**config.mk**
```make
export PLATFORM = sky130hd
export DESIGN_NAME = sbus_frame_decoder
export DESIGN_NICKNAME = d
export VERILOG_FILES = /design/src/design/sbfd_pkg.sv /design/src/design/sbus_frame_decoder.sv /design/src/design/sbfd_ram.sv /design/src/design/sbfd_collect.sv /design/src/design/sbfd_unpack.sv
export SDC_FILE = /design/constraint.sdc
export NUM_CORES = 1
export LEC_CHECK = 0
export BUFFER_PORTS_ARGS = -buffer_cell sky130_fd_sc_hd__buf_2
export CORE_ASPECT_RATIO = 1.25
export CORE_MARGIN = 5
export CORE_UTILIZATION = 40
export DETAILED_ROUTE_END_ITERATION = 12
export REMOVE_ABC_BUFFERS = 1
export SLEW_MARGIN = 20
export SYNTH_ARGS = -nofsm -noshare
export SYNTH_HDL_FRONTEND = slang
export SYNTH_SLANG_ARGS = --single-unit
```
**constraint.sdc**
```tcl
create_clock -name i_clk -period 2.6 [get_ports i_clk]
set_input_delay 0.26 -clock i_clk [delete_from_list [all_inputs] [get_ports i_clk]]
set_output_delay 0.26 -clock i_clk [all_outputs]
set_load 0.01 [all_outputs]
```
**src/design/sbfd_pkg.sv**
```systemverilog
// Package for the S.BUS frame decoder: beat types, frame constants, FSM states.
// No dependencies; every other design file but sbfd_ram imports it.
`default_nettype none

package sbfd_pkg;

    localparam int FRAME_LEN  = 25;   // bytes in a valid frame
    localparam int COUNT_SAT  = 26;   // byte count saturation value
    localparam int FLAG_POS   = 23;   // position of the flag byte
    localparam int FIRST_DATA = 1;    // first byte holding channel bits
    localparam int NUM_CH     = 16;
    localparam int CH_W       = 11;
    localparam int BYTE_W     = 8;
    localparam int ADDR_W     = $clog2(FRAME_LEN);
    localparam int CNT_W      = $clog2(COUNT_SAT + 1);
    localparam int IDX_W      = $clog2(NUM_CH);
    localparam int BUF_W      = CH_W - 1 + BYTE_W;   // leftover bits plus one byte
    localparam int NBITS_W    = $clog2(BUF_W + 1);

    localparam logic [BYTE_W-1:0] START_BYTE = 8'h0F;
    localparam logic [BYTE_W-1:0] END_BYTE   = 8'h00;

    typedef struct packed {
        logic [7:0] rx_byte;
        logic       frame_end;
    } t_in_beat;

    typedef struct packed {
        logic [3:0]  channel_index;
        logic [10:0] channel_value;
        logic [7:0]  flag_byte;
        logic        link_alive;
        logic        last_channel;
    } t_out_beat;

    // start request from the collector to the unpacker
    typedef struct packed {
        logic             go;
        logic [BYTE_W-1:0] flag_byte;
    } t_frame_go;

    typedef enum logic [1:0] {
        ST_IDLE,
        ST_READ,
        ST_LOAD,
        ST_EMIT
    } t_state;

endpackage

`default_nettype wire

```
**src/design/sbus_frame_decoder.sv**
```systemverilog
// S.BUS frame decoder, top level: byte collector, 25-byte frame store, unpacker.
// Depends on sbfd_pkg, sbfd_collect, sbfd_ram, sbfd_unpack.
//
// Bytes are taken one per cycle while the block is not decoding. A byte beat
// with frame_end set closes the frame; a frame of exactly 25 bytes that opens
// with 0x0F and ends with 0x00 yields sixteen channel beats, any other frame
// yields none. Decoding reads bytes 1..22 through the single read port of the
// frame store (a read state, then a load state, per byte) and extracts each
// 11-bit channel with one shared shifter, so a good frame keeps o_in_stall
// high until its last channel beat is registered, longer if the output stalls.
// The last channel beat may still wait in the output register while the
// next frame's bytes come in.
`default_nettype none

module sbus_frame_decoder (
    input  wire logic                 i_clk,
    input  wire logic                 i_rst_n,
    input  wire logic                 i_in_valid,
    output logic                      o_in_stall,
    input  wire sbfd_pkg::t_in_beat   i_in_beat,
    output logic                      o_out_valid,
    input  wire logic                 i_out_stall,
    output sbfd_pkg::t_out_beat       o_out_beat
);
    import sbfd_pkg::*;

    logic              accept;
    logic              busy;
    logic              we;
    logic [ADDR_W-1:0] waddr;
    logic [ADDR_W-1:0] raddr;
    logic [BYTE_W-1:0] wdata;
    logic [BYTE_W-1:0] rdata;
    t_frame_go         go;

    assign o_in_stall = busy;
    assign accept     = i_in_valid && !busy;

    sbfd_collect u_collect (
        .i_clk   (i_clk),
        .i_rst_n (i_rst_n),
        .i_accept(accept),
        .i_beat  (i_in_beat),
        .o_we    (we),
        .o_waddr (waddr),
        .o_wdata (wdata),
        .o_go    (go)
    );

    sbfd_ram #(
        .WIDTH(BYTE_W),
        .DEPTH(FRAME_LEN)
    ) u_store (
        .i_clk  (i_clk),
        .i_we   (we),
        .i_waddr(waddr),
        .i_wdata(wdata),
        .i_raddr(raddr),
        .o_rdata(rdata)
    );

    sbfd_unpack u_unpack (
        .i_clk      (i_clk),
        .i_rst_n    (i_rst_n),
        .i_go       (go),
        .o_raddr    (raddr),
        .i_rdata    (rdata),
        .o_busy     (busy),
        .o_out_valid(o_out_valid),
        .i_out_stall(i_out_stall),
        .o_out_beat (o_out_beat)
    );

endmodule

`default_nettype wire

```
**src/design/sbfd_ram.sv**
```systemverilog
// Generic single-write, single-read RAM with registered read data.
// No dependencies.
`default_nettype none

module sbfd_ram #(
    parameter int WIDTH = 8,
    parameter int DEPTH = 32,
    parameter int AW    = $clog2(DEPTH)
) (
    input  wire logic             i_clk,
    input  wire logic             i_we,
    input  wire logic [AW-1:0]    i_waddr,
    input  wire logic [WIDTH-1:0] i_wdata,
    input  wire logic [AW-1:0]    i_raddr,
    output logic      [WIDTH-1:0] o_rdata
);

    logic [WIDTH-1:0] r_mem [DEPTH];

    always_ff @(posedge i_clk) begin
        if (i_we) begin
            r_mem[i_waddr] <= i_wdata;
        end
        o_rdata <= r_mem[i_raddr];
    end

endmodule

`default_nettype wire

```
**src/design/sbfd_collect.sv**
```systemverilog
// Byte collector: counts bytes, writes the frame store, checks the frame at its end.
// Depends on sbfd_pkg.
`default_nettype none

module sbfd_collect (
    input  wire logic                           i_clk,
    input  wire logic                           i_rst_n,
    input  wire logic                           i_accept,
    input  wire sbfd_pkg::t_in_beat             i_beat,
    output logic                                o_we,
    output logic [sbfd_pkg::ADDR_W-1:0]         o_waddr,
    output logic [sbfd_pkg::BYTE_W-1:0]         o_wdata,
    output sbfd_pkg::t_frame_go                 o_go
);
    import sbfd_pkg::*;

    logic [CNT_W-1:0]  r_count, n_count;
    logic              r_start_ok, n_start_ok;
    logic [BYTE_W-1:0] r_flag, n_flag;
    logic              frame_ok;

    always_comb begin
        n_count    = r_count;
        n_start_ok = r_start_ok;
        n_flag     = r_flag;
        if (i_accept) begin
            if (r_count == '0) begin
                n_start_ok = (i_beat.rx_byte == START_BYTE);
            end
            if (r_count == CNT_W'(FLAG_POS)) begin
                n_flag = i_beat.rx_byte;
            end
            if (i_beat.frame_end) begin
                n_count = '0;
            end else if (r_count < CNT_W'(COUNT_SAT)) begin
                n_count = r_count + CNT_W'(1);
            end
        end
    end

    // this beat is byte 24 exactly when 24 bytes are already in
    assign frame_ok = i_accept && i_beat.frame_end && (r_count == CNT_W'(FRAME_LEN - 1))
                      && r_start_ok && (i_beat.rx_byte == END_BYTE);

    assign o_we         = i_accept && (r_count < CNT_W'(FRAME_LEN));
    assign o_waddr      = r_count[ADDR_W-1:0];
    assign o_wdata      = i_beat.rx_byte;
    assign o_go.go        = frame_ok;
    assign o_go.flag_byte = r_flag;

    always_ff @(posedge i_clk) begin
        if (!i_rst_n) begin
            r_count    <= '0;
            r_start_ok <= 1'b0;
        end else begin
            r_count    <= n_count;
            r_start_ok <= n_start_ok;
        end
        r_flag <= n_flag;
    end

endmodule

`default_nettype wire

```
**src/design/sbfd_unpack.sv**
```systemverilog
// Channel unpacker: reads bytes 1..22 one at a time into a bit buffer and
// peels off 11-bit channels with one shared shifter. Depends on sbfd_pkg.
`default_nettype none

module sbfd_unpack (
    input  wire logic                           i_clk,
    input  wire logic                           i_rst_n,
    input  wire sbfd_pkg::t_frame_go            i_go,
    output logic [sbfd_pkg::ADDR_W-1:0]         o_raddr,
    input  wire logic [sbfd_pkg::BYTE_W-1:0]    i_rdata,
    output logic                                o_busy,
    output logic                                o_out_valid,
    input  wire logic                           i_out_stall,
    output sbfd_pkg::t_out_beat                 o_out_beat
);
    import sbfd_pkg::*;

    t_state             r_state, n_state;
    logic [ADDR_W-1:0]  r_addr, n_addr;
    logic [BUF_W-1:0]   r_buf, n_buf;
    logic [NBITS_W-1:0] r_nbits, n_nbits;
    logic [IDX_W-1:0]   r_ch, n_ch;
    logic [BYTE_W-1:0]  r_flag, n_flag;
    logic               r_out_valid, n_out_valid;
    t_out_beat          r_out, n_out;
    logic               out_free;
    logic [BUF_W-1:0]   ins;

    assign out_free = !r_out_valid || !i_out_stall;
    assign ins      = {{(BUF_W - BYTE_W){1'b0}}, i_rdata} << r_nbits;

    always_comb begin
        n_state     = r_state;
        n_addr      = r_addr;
        n_buf       = r_buf;
        n_nbits     = r_nbits;
        n_ch        = r_ch;
        n_flag      = r_flag;
        n_out       = r_out;
        n_out_valid = r_out_valid && i_out_stall;
        case (r_state)
            ST_IDLE: begin
                if (i_go.go) begin
                    n_addr  = ADDR_W'(FIRST_DATA);
                    n_buf   = '0;
                    n_nbits = '0;
                    n_ch    = '0;
                    n_flag  = i_go.flag_byte;
                    n_state = ST_READ;
                end
            end
            ST_READ: begin
                // RAM registers the byte at r_addr this cycle
                n_state = ST_LOAD;
            end
            ST_LOAD: begin
                n_buf   = r_buf | ins;
                n_nbits = r_nbits + NBITS_W'(BYTE_W);
                n_addr  = r_addr + ADDR_W'(1);
                n_state = (n_nbits >= NBITS_W'(CH_W)) ? ST_EMIT : ST_READ;
            end
            ST_EMIT: begin
                if (out_free) begin
                    n_out_valid         = 1'b1;
                    n_out.channel_index = r_ch;
                    n_out.channel_value = r_buf[CH_W-1:0];
                    n_out.flag_byte     = r_flag;
                    n_out.link_alive    = (r_flag == '0);
                    n_out.last_channel  = (r_ch == IDX_W'(NUM_CH - 1));
                    n_buf               = r_buf >> CH_W;
                    n_nbits             = r_nbits - NBITS_W'(CH_W);
                    n_ch                = r_ch + IDX_W'(1);
                    if (r_ch == IDX_W'(NUM_CH - 1)) begin
                        n_state = ST_IDLE;
                    end else begin
                        n_state = (n_nbits >= NBITS_W'(CH_W)) ? ST_EMIT : ST_READ;
                    end
                end
            end
            default: begin
                n_state = ST_IDLE;
            end
        endcase
    end

    always_ff @(posedge i_clk) begin
        if (!i_rst_n) begin
            r_state     <= ST_IDLE;
            r_out_valid <= 1'b0;
        end else begin
            r_state     <= n_state;
            r_out_valid <= n_out_valid;
        end
        r_addr  <= n_addr;
        r_buf   <= n_buf;
        r_nbits <= n_nbits;
        r_ch    <= n_ch;
        r_flag  <= n_flag;
        r_out   <= n_out;
    end

    assign o_raddr     = r_addr;
    assign o_busy      = (r_state != ST_IDLE);
    assign o_out_valid = r_out_valid;
    assign o_out_beat  = r_out;

endmodule

`default_nettype wire

```
After elaboration in Yosys (flattened, before gate mapping)
Memories as Yosys holds them, arrays and structs flattened. A register that Yosys moved wholly into a read port is not among the register bits.
Cells that the tools add are included.
W data, S select, Z words.
Storage, ports and cells
  bits of input ports: 13
  memory bits (writable): 200
  bits in registers: 82
  output and inout port bits: 27
  memories: 1
  logic and storage cells: 88
Operators by class
  multiplexer cells: 23
  reduce and logical (&&, ||, !) cells: 29
  bitwise gates (word level): 1
  shift-type cells: 1
  add/sub/neg operators: 5
  equality and inequality tests: 9
  order comparisons: 4
Memory list
  u_store.r_mem: words 25, width 8, read ports 1, clocked after memory_dff 1, wr ports 1, RTL line sbfd_ram.sv:18  | logic [WIDTH-1:0] r_mem [DEPTH];
Operators by type and width (number)
  $pmux W18 S3: 1
  $mux W18: 2
  $mux W5: 5
  $or A18 B18 Y18: 1
  $shl A8 B5 Y18: 1
  $logic_not A8 Y1: 2
  $pmux W5 S3: 1
  $reduce_and A2 Y1: 7
  $add A5 B1 Y5 const B: 2
  $eq A5 B5 Y1 const B: 2
  $ge A5 B4 Y1 const B: 2
  $lt A5 B5 Y1 const B: 2
  $mux W2: 5
  $pmux W5 S2: 1
  $eq A8 B4 Y1 const B: 1
  $mux W4: 2
  $pmux W2 S4: 1
  $pmux W4 S2: 1
  $reduce_bool A2 Y1: 4
  $logic_and A1 B1 Y1: 7
  $reduce_and A3 Y1: 2
  $add A5 B4 Y5 const B: 1
  $logic_not A5 Y1: 1
  $sub A5 B4 Y5 const B: 1
  other kinds (11): 17

Logic depth before layout (Yosys ltp)
  depth after elaboration: 9
  mapped depth: 8
  depth with buffers taken out: 7

Hierarchy
A second synthesis with hierarchy kept.
Unflattened totals
  cells, all modules: 783
  area total of the unflattened synthesis: 12039.0 um^2
Modules (own cells, without submodules)
  sbfd_ram: instances 1, seq. area each 6165.9 um^2, cells an instance 460, area an instance 8097.8 um^2
  sbfd_unpack: instances 1, seq. area each 2011.9 um^2, cells an instance 254, area an instance 3223.1 um^2
  sbfd_collect: instances 1, seq. area each 360.3 um^2, cells an instance 68, area an instance 704.4 um^2
  sbus_frame_decoder: instances 1, seq. area each 0.0 um^2, cells an instance 1, area an instance 13.8 um^2

Worst setup path before layout
No wires, ideal clock.
  path type: reg2reg
  from: register u_collect.r_count[0], in the netlist u_collect.o_waddr[0]
  to: register u_unpack.r_buf[0], enable pin
  path buffers: 0
  stages on the path, launching flop included: 7
  setup slack: -0.011 ns
  setup time: 0.397 ns
  data required time: 2.203 ns
  data arrival time: 2.214 ns
  period minus slack after synthesis: 2.611 ns
  cells stage by stage: dfxtp_1 -> inv_1 -> ha_1 -> and4b_2 -> nand2_1 -> o32a_1 -> nor2_1
On the way
  longest elaborated chain between the ends: 6
RTL lines
  start, declared: RTL line sbfd_collect.sv:17  | logic [CNT_W-1:0] r_count, n_count;
  start signal, assigned: RTL line sbfd_collect.sv:56  | r_count <= n_count;
  $eq A5 B5 Y1: RTL line sbfd_collect.sv:42  | assign frame_ok = i_accept && i_beat.frame_end && (r_count == CNT_W'(FRAME_LEN - 1))
  $logic_and A1 B1 Y1: RTL line sbfd_collect.sv:42
  $logic_and A1 B1 Y1 (2 in a row): RTL line sbfd_collect.sv:43  | && r_start_ok && (i_beat.rx_byte == END_BYTE);
  $ne A2 B2 Y1 (no source line)
  $reduce_and A3 Y1 (no source line)
  end signal, assigned: RTL line sbfd_unpack.sv:95  | r_buf <= n_buf;
  end, declared: RTL line sbfd_unpack.sv:20  | logic [BUF_W-1:0] r_buf, n_buf;
No other way between the ends.
A chain may end at the register's enable or synchronous reset.

Worst setup path after layout
  from: register u_unpack.r_state[0]
  to: memory u_store.r_mem[7][0], enable pin
On the way
  longest elaborated chain between the ends: 6
RTL lines
  start, declared: RTL line sbfd_unpack.sv:18  | t_state r_state, n_state;
  start signal, assigned: RTL line sbfd_unpack.sv:91  | r_state <= n_state;
  $reduce_bool A2 Y1: RTL line sbfd_unpack.sv:103  | assign o_busy = (r_state != ST_IDLE);
  $logic_not A1 Y1: RTL line sbus_frame_decoder.sv:37  | assign accept = i_in_valid && !busy;
  $logic_and A1 B1 Y1: RTL line sbus_frame_decoder.sv:37
  $logic_and A1 B1 Y1: RTL line sbfd_collect.sv:45  | assign o_we = i_accept && (r_count < CNT_W'(FRAME_LEN));
  $mux W1: RTL line sbfd_ram.sv:21  | if (i_we) begin
  $mux W1 (implied by the code): RTL line sbfd_ram.sv:22  | r_mem[i_waddr] <= i_wdata;
  end, declared: RTL line sbfd_ram.sv:18
No other way between the ends.

==> impl_metrics.json <==
{
  "synth_common_cells": "273 x edfxtp_1, 59 x nor2_1, 42 x mux4_2",
  "power_frac_seq": 0.547,
  "synthTopCellsByArea": "edfxtp_1 70%, mux4_2 8.0%, mux2i_1 3.3%, dfxtp_1 2.9%, nor2_1 1.9%",
  "yosys_warnings": 0,
  "antenna_cells": 0,
  "routed_via_density": 5.269,
  "syn_avg_cell_area_um2": 17.22,
  "post-route-drc-count": 0,
  "drive_above_1_share": 0.2459,
  "grt_overflow": 0,
  "area_delta_synth_final_pct": 16.13,
  "die_x_um": 163.6,
  "clock.fmax_mhz": 408.3,
  "synth_edf_count": 273,
  "synth-seq-cells": 290,
  "drv_cap": 0,
  "htree_levels": 1,
  "grt_pass1_wl_mm": 38.95,
  "ys_async_sr_fraction": 0,
  "synth_flop_cell": "edfxtp_1",
  "cts_buffers": 28,
  "critPathArrivalTime_ns": 2.68,
  "grtUsageTotal": 0.1529,
  "tightest_slew_ns": 0.5761,
  "worstHoldStart": "i_in_beat[0]",
  "status": "completed",
  "portBuffers": 39,
  "clock_latency_ns": 0.56,
  "r2r-end": "u_store.r_mem[7][0]",
  "cp-start-kind": "flop",
  "whs_endpoint": "u_collect.o_waddr[0]",
  "firstDrtPassIters": 5,
  "swShare": 0.1946,
  "reg2regPathDepth": 7,
  "setup_violations": 0,
  "setup_tns_ns": 0,
  "slew_violations": 0,
  "clkPwrFrac": 0.439,
  "clockBufferDepth": 3,
  "drtIter0Drc": 439,
  "end_kind": "flop",
  "whs_ns": 0.08090,
  "p_int_mw": 7.512,
  "antenna_found_initial": 0,
  "synth_area_leader_cell": "edfxtp_1",
  "synth_cells": 685,
  "nFillCells": 2472,
  "dp_hpwl_mm": 16.57,
  "die_h_um": 202.0,
  "peakVddDrop_mv": 0.4366,
  "yosysMostFrequentCell": "edfxtp_1",
  "critPathRequiredTime_ns": 2.83,
  "power_switching_mw": 1.815,
  "cts_tree": "done",
  "drt-total-wl_mm": 25.09,
  "synth.distinct_cells": 56,
  "hold_depth": 4,
  "min_period_ns": 2.449,
  "fin_skew_ns": 0.03897,
  "wl_per_cell_um": 21.10,
  "multi_input_area_um2": 3029,
  "rows": 70,
  "combPwrFrac": 0.014,
  "hp-class": "input pin to flop",
  "hold_viol": 0,
  "start_util": 0.4044,
  "die_area_um2": 33040,
  "gp_congestion": 0.8440,
  "syn_area_um2": 11790,
  "path_class": "flop to flop",
  "p_per_area_nw_per_um2": 681.1,
  "core_um2": 29170,
  "finalCritPeriodShare": 0.9420,
  "rrSetupSlack_ns": 0.15,
  "ios": 40,
  "grt_start_max_net_pins": 43,
  "grt_pass1_vias": 6635,
  "ff_latch_area_um2": 8538,
  "clock_sinks": 290,
  "num_vias": 6265,
  "critPathMaxFanout": 8,
  "yosysSeqAreaShare": 0.7240,
  "relSlewSlack": 0.6159,
  "nets": 800,
  "clk_pin_slew_ns": 0.07,
  "regToRegStartpoint": "u_unpack.r_state[0]",
  "power_leakage_nw": 4.834,
  "post_cts_resized": 0,
  "root_buffer": "clkbuf_16",
  "grt_setup_unrepaired": "yes",
  "antenna_left": 0,
  "synth.top_cell.area_share": 0.6951
}
[worst max path at each step]
stage | slack (ns) | start | depth (start not counted) | to
2_1_floorplan | -0.78 | u_unpack.o_raddr[0] | 4 | u_store.o_rdata[0]
3_3_place_gp | 0.28 | u_unpack.r_state[0] | 7 | u_store.r_mem[7][3]
3_5_place_dp | 0.21 | u_unpack.r_state[0] | 7 | u_store.r_mem[23][4]
4_1_cts | 0.18 | u_unpack.r_state[0] | 7 | u_store.r_mem[7][0]
5_1_grt | -0.01 | u_unpack.r_state[0] | 7 | u_store.r_mem[7][0]
6_report | 0.15 | u_unpack.r_state[0] | 7 | u_store.r_mem[7][0]
[power by group through the flow]
stage / Combinational (mW) / Sequential (mW) / Clock (mW)
final: 0.131 / 5.10 / 4.09
after global routing: 0.141 / 5.10 / 4.39
after CTS: 0.132 / 5.10 / 4.18
after detailed placement: 0.130 / 5.20 / 0
after global placement: 0.128 / 5.20 / 0
after floorplan: 0.0269 / 5.20 / 0
[worst max-delay path: stages, from the launching register on]
cell and delay (ns):
dfxtp_1 0.34, inv_1 0.16, ha_1 0.30, nand2_1 0.14, a311oi_4 0.41, nand2_1 0.38, nor2_1 0.20, buf_4 0.20
[routing by layer]
layer	track usage	vias to the layer above	routed length (um)
li1	-	2876	-
met1	0.1906	3185	10060
met2	0.2763	165	13270
met3	0.02182	39	1153
met4	0.04435	0	600
met5	0	-	0
[metrics by stage]
stage	power [mW]	instances	util	setup slack [ns]	area, um2
2_1_floorplan	5.231	652	-	-0.7768	11620
3_3_place_gp	5.331	1137	0.4368	0.2767	12740
3_5_place_dp	5.335	1137	0.4368	0.2125	12740
4_1_cts	9.421	1189	0.4696	0.1802	13700
5_1_grt	9.633	1189	0.4696	-0.01397	13700
6_report	9.327	1189	0.4696	0.1509	13700
[sequential cells by signal, indices dropped and copies added, names as in the netlist, 5 cells and up]
| signal | cells |
|---|---|
| u_collect.o_waddr | 5 |
| u_collect.r_flag | 8 |
| u_store.o_rdata | 8 |
| u_store.r_mem | 200 |
| u_unpack.o_out_beat | 25 |
| u_unpack.o_raddr | 5 |
| u_unpack.r_buf | 18 |
| u_unpack.r_flag | 8 |
| u_unpack.r_nbits | 5 |
[layout by cell type (no fill, tap or decap), types with 14 or more instances in the layout]
master,instances
dfxtp_1,17
nor2_1,59
nand2_1,33
mux2i_1,39
buf_4,46
edfxtp_1,273
buf_2,39
clkbuf_16,28
o21ai_0,20
ha_1,14
mux4_2,42
[logic make-up after synthesis]
logic type,count (synthesis),synth area share
AND/OR/NAND/NOR,139,0.05506
multiplexers,93,0.1248
adder cells (fa/ha/maj),14,0.01485
flip-flops,290,0.7240
XOR/XNOR,10,0.007426
buffers and inverters,48,0.01952
AO/OA/AOI/OAI,91,0.05443
[repair_timing]
| item | in CTS | in global routing |
|---|---|---|
| endpoints found under the setup margin | 0 | 14 |
| endpoints found under the hold margin | 2 | 0 |
| buffers inserted | 0 | 0 |
| hold buffers | 2 | 0 |
[cell type report]
| type | count | share of cell area |
|---|---|---|
| flip-flops and latches | 290 | 0.6234 |
| multi-input cells | 347 | 0.2212 |
| clock buffers | 31 | 0.05198 |
| repair buffers | 91 | 0.04678 |
| well taps | 396 | 0.03618 |
| clock inverters | 19 | 0.01635 |
| inverters | 15 | 0.004111 |
(Power assumes the default switching activity.)
